### src/hdl/lph_pkg.sv
`default_nettype none

package lph_pkg;

    // Field widths that do not follow from the module parameters.
    localparam int CMD_W      = 2;
    localparam int STATUS_W   = 2;
    localparam int SLOT_W     = 8;
    localparam int MARK_W     = 2;
    localparam int CFG_W      = 9;
    localparam int APB_DATA_W = 32;
    localparam int APB_ADDR_W = 3;

    // Key bits retired per divider step.
    localparam int DIV_RADIX  = 4;

    // Register index of the slot count.
    localparam int REG_SLOTS_IN_USE = 0;

    // Operation codes.
    localparam logic [CMD_W-1:0] OP_INSERT = 2'd0;
    localparam logic [CMD_W-1:0] OP_LOOKUP = 2'd1;
    localparam logic [CMD_W-1:0] OP_REMOVE = 2'd2;

    // Result status codes.
    localparam logic [STATUS_W-1:0] ST_OK        = 2'd0;
    localparam logic [STATUS_W-1:0] ST_NOT_FOUND = 2'd1;
    localparam logic [STATUS_W-1:0] ST_FULL      = 2'd2;

    // Slot marks.
    localparam logic [MARK_W-1:0] MARK_EMPTY   = 2'd0;
    localparam logic [MARK_W-1:0] MARK_USED    = 2'd1;
    localparam logic [MARK_W-1:0] MARK_DELETED = 2'd2;

    // Commands from the controller to the datapath.
    typedef struct packed {
        logic clr_wr;
        logic load;
        logic div_step;
        logic mem_rd;
        logic probe_chk;
        logic res_push;
    } ctrl_cmd_t;

    // Status from the datapath to the controller.
    typedef struct packed {
        logic clr_last;
        logic div_last;
        logic chk_finish;
        logic out_free;
    } dp_stat_t;

endpackage

`default_nettype wire

### src/hdl/lph_ctrl.sv
`default_nettype none

module lph_ctrl
(
    input  wire logic              clk,
    input  wire logic              rst_n,
    input  wire logic              in_tvalid,
    output logic                   in_tready,
    input  wire lph_pkg::dp_stat_t stat,
    output lph_pkg::ctrl_cmd_t     cmd
);

    typedef enum logic [2:0]
    {
        S_CLEAR,
        S_IDLE,
        S_DIV,
        S_RD,
        S_CHK,
        S_DONE
    } state_t;

    state_t state_reg;
    state_t state_next;

    always_ff @(posedge clk or negedge rst_n)
    begin
        if (!rst_n)
        begin
            state_reg <= S_CLEAR;
        end
        else
        begin
            state_reg <= state_next;
        end
    end

    assign in_tready = (state_reg == S_IDLE);

    always_comb
    begin
        state_next = state_reg;
        cmd        = '0;
        unique case (state_reg)
            S_CLEAR:
            begin
                cmd.clr_wr = 1'b1;
                if (stat.clr_last)
                begin
                    state_next = S_IDLE;
                end
            end
            S_IDLE:
            begin
                if (in_tvalid)
                begin
                    cmd.load   = 1'b1;
                    state_next = S_DIV;
                end
            end
            S_DIV:
            begin
                cmd.div_step = 1'b1;
                if (stat.div_last)
                begin
                    state_next = S_RD;
                end
            end
            S_RD:
            begin
                cmd.mem_rd = 1'b1;
                state_next = S_CHK;
            end
            S_CHK:
            begin
                cmd.probe_chk = 1'b1;
                state_next    = stat.chk_finish ? S_DONE : S_RD;
            end
            S_DONE:
            begin
                if (stat.out_free)
                begin
                    cmd.res_push = 1'b1;
                    state_next   = S_IDLE;
                end
            end
            default:
            begin
                state_next = S_CLEAR;
            end
        endcase
    end

endmodule

`default_nettype wire

### config.mk
export PLATFORM = sky130hd
export DESIGN_NAME = lph_ctrl
export DESIGN_NICKNAME = d
export VERILOG_FILES = /design/src/hdl/lph_pkg.sv /design/src/hdl/lph_ctrl.sv
export SDC_FILE = /design/constraint.sdc
export NUM_CORES = 1
export LEC_CHECK = 0
export BUFFER_PORTS_ARGS = -buffer_cell sky130_fd_sc_hd__buf_4
export CELL_PAD_IN_SITES_DETAIL_PLACEMENT = 1
export CELL_PAD_IN_SITES_GLOBAL_PLACEMENT = 1
export CORE_AREA = 2 2 39 41
export DETAILED_ROUTE_END_ITERATION = 10
export DIE_AREA = 0 0 41 43
export PLACE_DENSITY_LB_ADDON = 0.1
export SLEW_MARGIN = 15
export SYNTH_ARGS = -nofsm -noshare
export SYNTH_HDL_FRONTEND = slang
export SYNTH_SLANG_ARGS = --single-unit
### constraint.sdc
create_clock -name clk -period 1.1 [get_ports clk]
set_input_delay 0.11 -clock clk [delete_from_list [all_inputs] [get_ports clk]]
set_output_delay 0.11 -clock clk [all_outputs]
set_load 0.01 [all_outputs]
-- After elaboration in Yosys (flattened, before gate mapping)
Index checks and enable logic that the tools add are counted.
- register bits: 3
- input port bits: 7
- output and inout bits: 7
- logic and storage cells: 26
- equal/unequal tests: 9
- muxes and demuxes: 14
- reduce and logical (&&, ||, !) cells: 2
- operator list (operator ; count):
    3-bit case mux with 6 select lines ; 1
    3-bit 2-to-1 mux ; 5
    1-bit 2-to-1 mux ; 8
    2-bit != test, second input constant ; 4
    3-bit by 2-bit == test with 1-bit output, second input constant ; 2
    3-bit == test, second input constant ; 2
    4-bit AND reduction ; 1
    3-bit by 1-bit == test with 1-bit output, second input constant ; 1
    3-bit zero test ; 1

-- Longest topological paths before layout
Gate-level depths: netlist of the first run.
- depth after elaboration: 3
- depth in mapped cells: 4
- gate-level depth less buffers: 3

-- Worst setup path after synthesis of the first run
Ideal clock, no wire load.
- path kind: register -> register
- start: register state_reg[0]
- end: register state_reg[1]
- setup time: 0.131 ns
- data arrival time: 1.120 ns
- required time: 0.969 ns
- path slack: -0.151 ns
- cell stages (with the launch flop): 5
- buffers on the path: 1
- clock period less this slack: 1.251 ns
- cells stage by stage: dfrtp_1 buf_6 nor3b_4 and2_4 or3_1
- longest elaborated chain between the ends: 3
- elaborated cells between the ends (all ways): 12
- classes of those cells: eq/ne (9); mux (1); reduce/logical (2)
- RTL lines (item ; RTL line ; source):
    from (decl) ; lph_ctrl.sv:23 ; state_t state_reg;
    from (signal assigned) ; lph_ctrl.sv:34 ; state_reg <= state_next;
    3-bit by 1-bit == test with 1-bit output (*) ; n/a ;
    named net in_tready ; lph_ctrl.sv:8 ; output logic in_tready,
    2-bit != test (no source line) ; n/a ;
    4-bit AND reduction (no source line) ; n/a ;
The timed path passes the listed nets; every way through them passes the cells marked *.
A chain may end at the register's enable or synchronous reset.

==> run_summary.xml, run 1 <==
<?xml version="1.0" encoding="UTF-8"?>
<metrics>
  <group name="outcome">
    <metric name="outcome" unit="">complete, but fails checks</metric>
    <metric name="failed_checks" unit="">negative setup slack</metric>
  </group>
  <group name="synth">
    <metric name="post-synth-top-count-cell" unit="">sky130_fd_sc_hd__dfrtp_1</metric>
    <metric name="asyncSetResetFlopFracSynth" unit="%">100.0</metric>
    <metric name="mappedNetlistNets" unit="">29</metric>
    <metric name="post_syn_area" unit="µm²">236.5</metric>
    <metric name="synthTopCellsByCount" unit="">sky130_fd_sc_hd__dfrtp_1, sky130_fd_sc_hd__buf_6, sky130_fd_sc_hd__nor3b_1</metric>
    <metric name="synth_edf_count" unit="">0</metric>
    <metric name="cell_variety_after_synth" unit="">18</metric>
    <metric name="seq_area_frac_synth" unit="%">31.75</metric>
    <metric name="synth_top_flop_cell" unit="">sky130_fd_sc_hd__dfrtp_1</metric>
    <metric name="yosys_register_bits" unit="">3</metric>
    <metric name="synth_top_cell_by_area" unit="">sky130_fd_sc_hd__dfrtp_1</metric>
    <metric name="synth_top_area_share" unit="%">31.75</metric>
    <metric name="postSynthCellCount" unit="">22</metric>
    <metric name="synthTopCellsByArea" unit="">sky130_fd_sc_hd__dfrtp_1, sky130_fd_sc_hd__buf_6, sky130_fd_sc_hd__nor3b_4, sky130_fd_sc_hd__nor3b_1, sky130_fd_sc_hd__and4b_1</metric>
    <metric name="synthesis.yosys.warnings" unit="">0</metric>
    <metric name="post_synth.cell_area_avg" unit="µm²">10.75</metric>
  </group>
  <group name="cts">
    <metric name="htree_levels" unit="">1</metric>
    <metric name="path_clk_slew" unit="ns">0.04</metric>
    <metric name="cts_buffer_depth" unit="">2</metric>
    <metric name="tritoncts" unit="">yes</metric>
    <metric name="cts_inserted_buffers" unit="">3</metric>
    <metric name="cts.sinks" unit="">3</metric>
    <metric name="ctsRootBufferMaster" unit="">sky130_fd_sc_hd__clkbuf_4</metric>
    <metric name="insertion_delay" unit="ns">0.24</metric>
  </group>
  <group name="global_route">
    <metric name="groute.usage.overall" unit="%">12.86</metric>
    <metric name="grt_pass1_vias" unit="">274</metric>
    <metric name="wire_length_of_the_first_global_routing_pass" unit="µm">1366</metric>
    <metric name="maximum_number_of_pins_on_one_net_before_global_route_repair" unit="">8</metric>
    <metric name="globalRoute.totalOverflow" unit="">0</metric>
    <metric name="antenna_found_initial" unit="">0</metric>
  </group>
  <group name="min_path">
    <metric name="min_path_type" unit="">input pin to flip-flop</metric>
  </group>
  <group name="power_and_ir_drop">
    <metric name="static-leakage-power" unit="nW">0.2374</metric>
    <metric name="power.total" unit="W">0.001391</metric>
    <metric name="peak_supply_drop" unit="mV">0.9272</metric>
    <metric name="power-per-cell-area" unit="mW/mm²">2903</metric>
  </group>
  <group name="timing">
    <metric name="worst_clock_skew" unit="ns">0.0003468</metric>
    <metric name="min_period" unit="ns">1.303</metric>
    <metric name="timing.fmax" unit="MHz">767.6</metric>
    <metric name="timing_hold_violations_final" unit="">0</metric>
    <metric name="maxSlewHeadroom" unit="%">84.22</metric>
    <metric name="tightestPinTransition" unit="ns">0.2335</metric>
    <metric name="timing.final.ws_setup" unit="ns">-0.2028</metric>
    <metric name="drv_slew" unit="">0</metric>
    <metric name="final.hold.worst_slack" unit="ns">0.1132</metric>
    <metric name="grt_setup_unrepaired" unit="">yes</metric>
    <metric name="finalSetupViolations" unit="">9</metric>
    <metric name="timing.final.crit_share" unit="%">118.4</metric>
  </group>
  <group name="critical_path">
    <metric name="timing.critical_path.to_type" unit="">output pin</metric>
    <metric name="critPathRequiredTime" unit="ns">0.99</metric>
    <metric name="start_kind" unit="">flip-flop</metric>
    <metric name="worst-path-max-fanout" unit="">7</metric>
    <metric name="criticalPathCategory" unit="">flip-flop to output pin</metric>
    <metric name="crit_arrival" unit="ns">1.19</metric>
  </group>
  <group name="die">
    <metric name="dieWidth" unit="µm">41</metric>
    <metric name="floorplan.die_area" unit="mm²">0.001763</metric>
    <metric name="floorplan.initialDensity" unit="%">17.09</metric>
    <metric name="floorplan.core_area" unit="mm²">0.001384</metric>
    <metric name="row_count" unit="">14</metric>
    <metric name="ios" unit="">14</metric>
    <metric name="floorplan.die.height" unit="µm">43</metric>
  </group>
  <group name="detailed_routing">
    <metric name="drt-initial-drc-count" unit="">7</metric>
    <metric name="drt_pass1_iterations" unit="">4</metric>
    <metric name="route.vias.total" unit="">269</metric>
    <metric name="wirelength" unit="µm">838</metric>
    <metric name="final_antenna_net_count" unit="">0</metric>
    <metric name="avgViaCountPerCell" unit="">4.339</metric>
    <metric name="remaining_drc_errors" unit="">0</metric>
    <metric name="post_drt_wl_per_cell" unit="µm">13.52</metric>
  </group>
  <group name="flow_run">
    <metric name="cap_violations" unit="">0</metric>
  </group>
  <group name="layout">
    <metric name="post_layout_nonfiller_instances" unit="">62</metric>
    <metric name="synthToLayoutAreaGrowth" unit="%">102.6</metric>
    <metric name="fin_nets" unit="">54</metric>
    <metric name="largest_register_ffs" unit="">3</metric>
    <metric name="final_layout_size_suffix_gt1_share" unit="%">71.74</metric>
    <metric name="fillers" unit="">166</metric>
    <metric name="num_antenna_cells" unit="">0</metric>
  </group>
  <group name="placed_design">
    <metric name="io_buffers" unit="">13</metric>
    <metric name="place_worst_setup_slack" unit="ns">-0.05416</metric>
    <metric name="place_congestion" unit="">0.6410</metric>
    <metric name="dp_cells" unit="">53</metric>
    <metric name="dpl.hpwl" unit="µm">611.9</metric>
  </group>
</metrics>
==> layer usage <==
metal	vias up	GRT usage (%)	share of wire, %	wire (µm)
met5	-	0	0	0
met4	0	14.00	0	0
met3	0	5.236	4.9	41
met2	11	18.44	56	467
met1	130	12.26	39	328
li1	128	-	-	-
==> worst max-delay path, stage by stage, from the launching register on <==
cell,delay [ns]
sky130_fd_sc_hd__dfrtp_2,0.47
sky130_fd_sc_hd__buf_6,0.14
sky130_fd_sc_hd__and4b_1,0.23
sky130_fd_sc_hd__buf_4,0.12
==> metrics by stage <==
stage	area, µm²	util (%)	setup TNS, ns
3_5_place_dp	361.6	26.13	-0.07848
4_1_cts	466.7	33.73	-1.501
6_report	479.2	34.63	-1.448
3_3_place_gp	361.6	26.13	-0.08348
2_1_floorplan	236.5	-	-0.1059
5_1_grt	479.2	34.63	-2.010
==> report_power, final <==
part	switching, W	internal [W]	leakage, nW
Clock	0.0000734	0.000137	0.0150
Sequential	0.000110	0.000170	0.0353
Combinational	0.000320	0.000580	0.187
==> area by class of cell <==
type	instances	area, µm²	share of cell area [%]
flip-flops and latches	3	77.57	16.19
inverters	1	3.754	0.7833
well taps	16	20.02	4.178
repair buffers	23	201.4	42.04
multi-input cells	15	150.1	31.33
clock buffers	4	26.28	5.483
==> kinds of logic (layout without fill, tap and decap cells) <==
family	count (synthesis)	in the layout	share of synthesized area, %
DFF	3	3	31.75
AOI/OAI and AO/OA	3	3	8.466
muxes	1	1	4.233
buffers and inverters	4	28	14.28
and+or+nand+nor	11	11	41.27
==> what timing repair did <==
| item | 4_1_cts | 5_1_grt |
|---|---|---|
| pin swaps | 4 | 0 |
| endpoints found under the hold margin | 3 | 0 |
| endpoints found under the setup margin | 9 | 9 |
| hold buffers | 1 | 0 |
| buffers inserted | 3 | 1 |
| gates resized for setup | 12 | 2 |
==> final timing paths <==
check,endpoint,start,slack [ns],cells after the start
max in group asynchronous,state_reg[2]$_DFFE_PN0P_,rst_n,0.79,2
min,state_reg[2]$_DFFE_PN0P_,stat[1],0.11,2
max reg2reg,state_reg[2]$_DFFE_PN0P_,state_reg[0]$_DFFE_PN0P_,-0.16,4
min in group asynchronous,state_reg[1]$_DFFE_PN0P_,rst_n,0.20,2
max,cmd[0],state_reg[1]$_DFFE_PN0P_,-0.20,3
min reg2reg,state_reg[0]$_DFFE_PN0P_,state_reg[1]$_DFFE_PN0P_,0.74,2
==> cell usage in the layout, fill, tap and decap left out <==
cell,instances
sky130_fd_sc_hd__buf_6,7
sky130_fd_sc_hd__a21oi_1,1
sky130_fd_sc_hd__nor4b_1,1
sky130_fd_sc_hd__and3b_2,1
sky130_fd_sc_hd__mux2i_1,1
sky130_fd_sc_hd__nor3b_4,1
sky130_fd_sc_hd__dfrtp_1,1
sky130_fd_sc_hd__buf_4,15
sky130_fd_sc_hd__and2_4,1
sky130_fd_sc_hd__clkbuf_4,3
sky130_fd_sc_hd__or3_1,1
sky130_fd_sc_hd__dfrtp_2,2
sky130_fd_sc_hd__nor4bb_1,1
sky130_fd_sc_hd__dlygate4sd3_1,1
sky130_fd_sc_hd__nor3_4,1
sky130_fd_sc_hd__nor3b_2,2
sky130_fd_sc_hd__and4b_1,1
sky130_fd_sc_hd__nor2b_1,1
sky130_fd_sc_hd__inv_1,1
sky130_fd_sc_hd__clkbuf_1,1
sky130_fd_sc_hd__a211o_1,1
sky130_fd_sc_hd__o22ai_1,1
(Power assumes the default switching activity.)
==> run 2, diff against run 1 <==
RECOVER_POWER = 100   (was not set)
==> run_summary.xml, run 2 (synthesized netlist as in run 1, its figures left out) <==
<?xml version="1.0" encoding="UTF-8"?>
<metrics>
  <group name="outcome">
    <metric name="outcome" unit="">complete, but fails checks</metric>
    <metric name="failed_checks" unit="">negative setup slack</metric>
  </group>
  <group name="detailed_routing">
    <metric name="wl_met1" unit="µm">326</metric>
    <metric name="final_antenna_net_count" unit="">0</metric>
    <metric name="wirelength" unit="µm">836</metric>
    <metric name="drt-initial-drc-count" unit="">7</metric>
    <metric name="drt_pass1_iterations" unit="">4</metric>
    <metric name="remaining_drc_errors" unit="">0</metric>
    <metric name="met2WireLength" unit="µm">467</metric>
    <metric name="top_signal_layer_used" unit="">met3</metric>
    <metric name="post_drt_wl_per_cell" unit="µm">13.48</metric>
    <metric name="wl_met3" unit="µm">41</metric>
    <metric name="avgViaCountPerCell" unit="">4.339</metric>
    <metric name="route.vias.total" unit="">269</metric>
  </group>
  <group name="critical_path">
    <metric name="max_stage_delay" unit="ns">0.47</metric>
    <metric name="crit_chain" unit="">buf_6, and4b_1, buf_4</metric>
    <metric name="timing.critical_path.slowest_stage_cell" unit="">sky130_fd_sc_hd__dfrtp_2</metric>
    <metric name="start_kind" unit="">flip-flop</metric>
    <metric name="crit-reg2reg-launch" unit="">state_reg[0]$_DFFE_PN0P_</metric>
    <metric name="r2r_end" unit="">state_reg[2]$_DFFE_PN0P_</metric>
    <metric name="ff2ff_setup_slack" unit="ns">-0.16</metric>
    <metric name="crit_arrival" unit="ns">1.19</metric>
    <metric name="worst-path-max-fanout" unit="">7</metric>
    <metric name="timing.critical_path.to_type" unit="">output pin</metric>
    <metric name="worst_r2r_path_depth" unit="">4</metric>
    <metric name="criticalPathCategory" unit="">flip-flop to output pin</metric>
    <metric name="critPathRequiredTime" unit="ns">0.99</metric>
  </group>
  <group name="layout">
    <metric name="layout_commonest_cell" unit="">sky130_fd_sc_hd__buf_4</metric>
    <metric name="largest_register_ffs" unit="">3</metric>
    <metric name="fillers" unit="">167</metric>
    <metric name="fin_nets" unit="">54</metric>
    <metric name="final_cell_mix" unit="">sky130_fd_sc_hd__buf_4, sky130_fd_sc_hd__buf_6, sky130_fd_sc_hd__clkbuf_4</metric>
    <metric name="final_layout_size_suffix_gt1_share" unit="%">69.57</metric>
    <metric name="num_antenna_cells" unit="">0</metric>
    <metric name="synthToLayoutAreaGrowth" unit="%">101.1</metric>
    <metric name="register_area" unit="µm²">77.57</metric>
    <metric name="multi_input_comb_area" unit="µm²">150.1</metric>
  </group>
  <group name="timing">
    <metric name="min_period" unit="ns">1.303</metric>
    <metric name="drv_slew" unit="">0</metric>
    <metric name="setup_total_negative_slack" unit="ns">-1.448</metric>
    <metric name="grt_setup_unrepaired" unit="">yes</metric>
    <metric name="worst_clock_skew" unit="ns">0.0003526</metric>
    <metric name="timing.fmax" unit="MHz">767.6</metric>
    <metric name="finalSetupViolations" unit="">9</metric>
    <metric name="tightestPinTransition" unit="ns">0.2335</metric>
    <metric name="maxSlewHeadroom" unit="%">84.22</metric>
    <metric name="timing.final.crit_share" unit="%">118.4</metric>
    <metric name="timing_hold_violations_final" unit="">0</metric>
    <metric name="timing.final.ws_setup" unit="ns">-0.2028</metric>
  </group>
  <group name="min_path">
    <metric name="hold_path_cells" unit="">2</metric>
    <metric name="whs_endpoint" unit="">state_reg[2]$_DFFE_PN0P_</metric>
    <metric name="min_path_type" unit="">input pin to flip-flop</metric>
    <metric name="hp-start" unit="">stat[1]</metric>
  </group>
  <group name="die">
    <metric name="row_count" unit="">14</metric>
    <metric name="floorplan.initialDensity" unit="%">17.09</metric>
    <metric name="floorplan.core_area" unit="mm²">0.001384</metric>
    <metric name="dieWidth" unit="µm">41</metric>
    <metric name="floorplan.die.height" unit="µm">43</metric>
    <metric name="ios" unit="">14</metric>
    <metric name="floorplan.die_area" unit="mm²">0.001763</metric>
  </group>
  <group name="cts">
    <metric name="cts_buffer_depth" unit="">2</metric>
    <metric name="path_clk_slew" unit="ns">0.04</metric>
    <metric name="cts.sinks" unit="">3</metric>
    <metric name="htree_levels" unit="">1</metric>
    <metric name="insertion_delay" unit="ns">0.24</metric>
    <metric name="tritoncts" unit="">yes</metric>
    <metric name="ctsRootBufferMaster" unit="">sky130_fd_sc_hd__clkbuf_4</metric>
    <metric name="cts_inserted_buffers" unit="">3</metric>
  </group>
  <group name="placed_design">
    <metric name="place_worst_setup_slack" unit="ns">-0.05416</metric>
    <metric name="io_buffers" unit="">13</metric>
    <metric name="place_congestion" unit="">0.6410</metric>
    <metric name="dpl.hpwl" unit="µm">611.9</metric>
  </group>
  <group name="power_and_ir_drop">
    <metric name="power.clock.fraction" unit="%">15.1</metric>
    <metric name="p_seq_share" unit="%">20.2</metric>
    <metric name="static-leakage-power" unit="nW">0.2338</metric>
    <metric name="power_switching_share" unit="%">36.30</metric>
    <metric name="switchingPower" unit="W">0.0005042</metric>
    <metric name="power-per-cell-area" unit="mW/mm²">2922</metric>
    <metric name="combinational_cell_fraction_of_total_power" unit="%">64.7</metric>
    <metric name="internal_power" unit="W">0.0008850</metric>
    <metric name="peak_supply_drop" unit="mV">0.9270</metric>
  </group>
  <group name="global_route">
    <metric name="wire_length_of_the_first_global_routing_pass" unit="µm">1366</metric>
    <metric name="maximum_number_of_pins_on_one_net_before_global_route_repair" unit="">8</metric>
    <metric name="groute.usage.overall" unit="%">12.86</metric>
    <metric name="globalRoute.totalOverflow" unit="">0</metric>
    <metric name="grt_pass1_vias" unit="">274</metric>
    <metric name="antenna_found_initial" unit="">0</metric>
  </group>
  <group name="flow_run">
    <metric name="cap_violations" unit="">0</metric>
  </group>
</metrics>
[run 2: cell types whose count changed in the layout (fill, tap and decap cells not counted), sizes merged]
cell / before / now
buf: 22 / 21
clkbuf: 4 / 5
[run 2: worst max-delay path by stage]
stage / start / end / slack, ns / cells after the start
floorplan: state_reg[0]$_DFFE_PN0P_ / state_reg[1]$_DFFE_PN0P_ / -0.09 / 4
global placement: state_reg[1]$_DFFE_PN0P_ / state_reg[2]$_DFFE_PN0P_ / -0.05 / 3
detailed placement: state_reg[1]$_DFFE_PN0P_ / state_reg[1]$_DFFE_PN0P_ / -0.05 / 2
CTS: state_reg[1]$_DFFE_PN0P_ / cmd[0] / -0.22 / 3
global route: state_reg[1]$_DFFE_PN0P_ / cmd[0] / -0.28 / 3
finish: state_reg[1]$_DFFE_PN0P_ / cmd[0] / -0.20 / 3
[run 2: area by class of cell]
type,instances,share of cell area [%]
Clock buffer,4,5.526
Inverter,1,0.7895
Timing Repair Buffer,23,41.58
Tap cell,16,4.211
Sequential cell,3,16.32
Multi-Input combinational cell,15,31.58
[run 2: power groups by stage]
stage	clock (W)	combinational (W)	sequential, W
global route	0.000236	0.000964	0.000295
detailed placement	0	0.000656	0.000255
floorplan	0	0.000463	0.000181
CTS	0.000218	0.000873	0.000276
finish	0.000210	0.000898	0.000281
global placement	0	0.000650	0.000251
[run 2: timing repair]
| action | CTS | global route |
|---|---|---|
| gates resized for setup | 12 | 2 |
| setup buffers | 3 | 1 |
| endpoints found under the setup margin | 9 | 9 |
| pin swaps | 4 | 0 |
| endpoints found under the hold margin | 3 | 0 |
| hold buffers | 1 | 0 |
[run 2: worst max-delay path, delay by kind of cell, from the launching register on]
kind	cells	cell delay [ns]
buffers and inverters	2	0.26
AND/OR/NAND/NOR	1	0.23
flip-flops	1	0.47
[run 2: routing by layer]
metal / track usage (%) / vias up
li1: - / 128
met1: 12.26 / 130
met2: 18.44 / 11
met3: 5.236 / 0
met4: 14.00 / 0
met5: 0 / -
[run 2: stage by stage]
step	total power [W]	utilization, %	instance area, µm²	std cells	hold slack, ns
2_1_floorplan	0.0006434	-	236.5	22	-0.1856
3_3_place_gp	0.0009006	26.13	361.6	53	-0.09576
3_5_place_dp	0.0009118	26.13	361.6	53	-0.09314
4_1_cts	0.001366	33.73	466.7	61	0.1020
5_1_grt	0.001494	34.36	475.5	62	0.1096
6_report	0.001389	34.36	475.5	62	0.1132
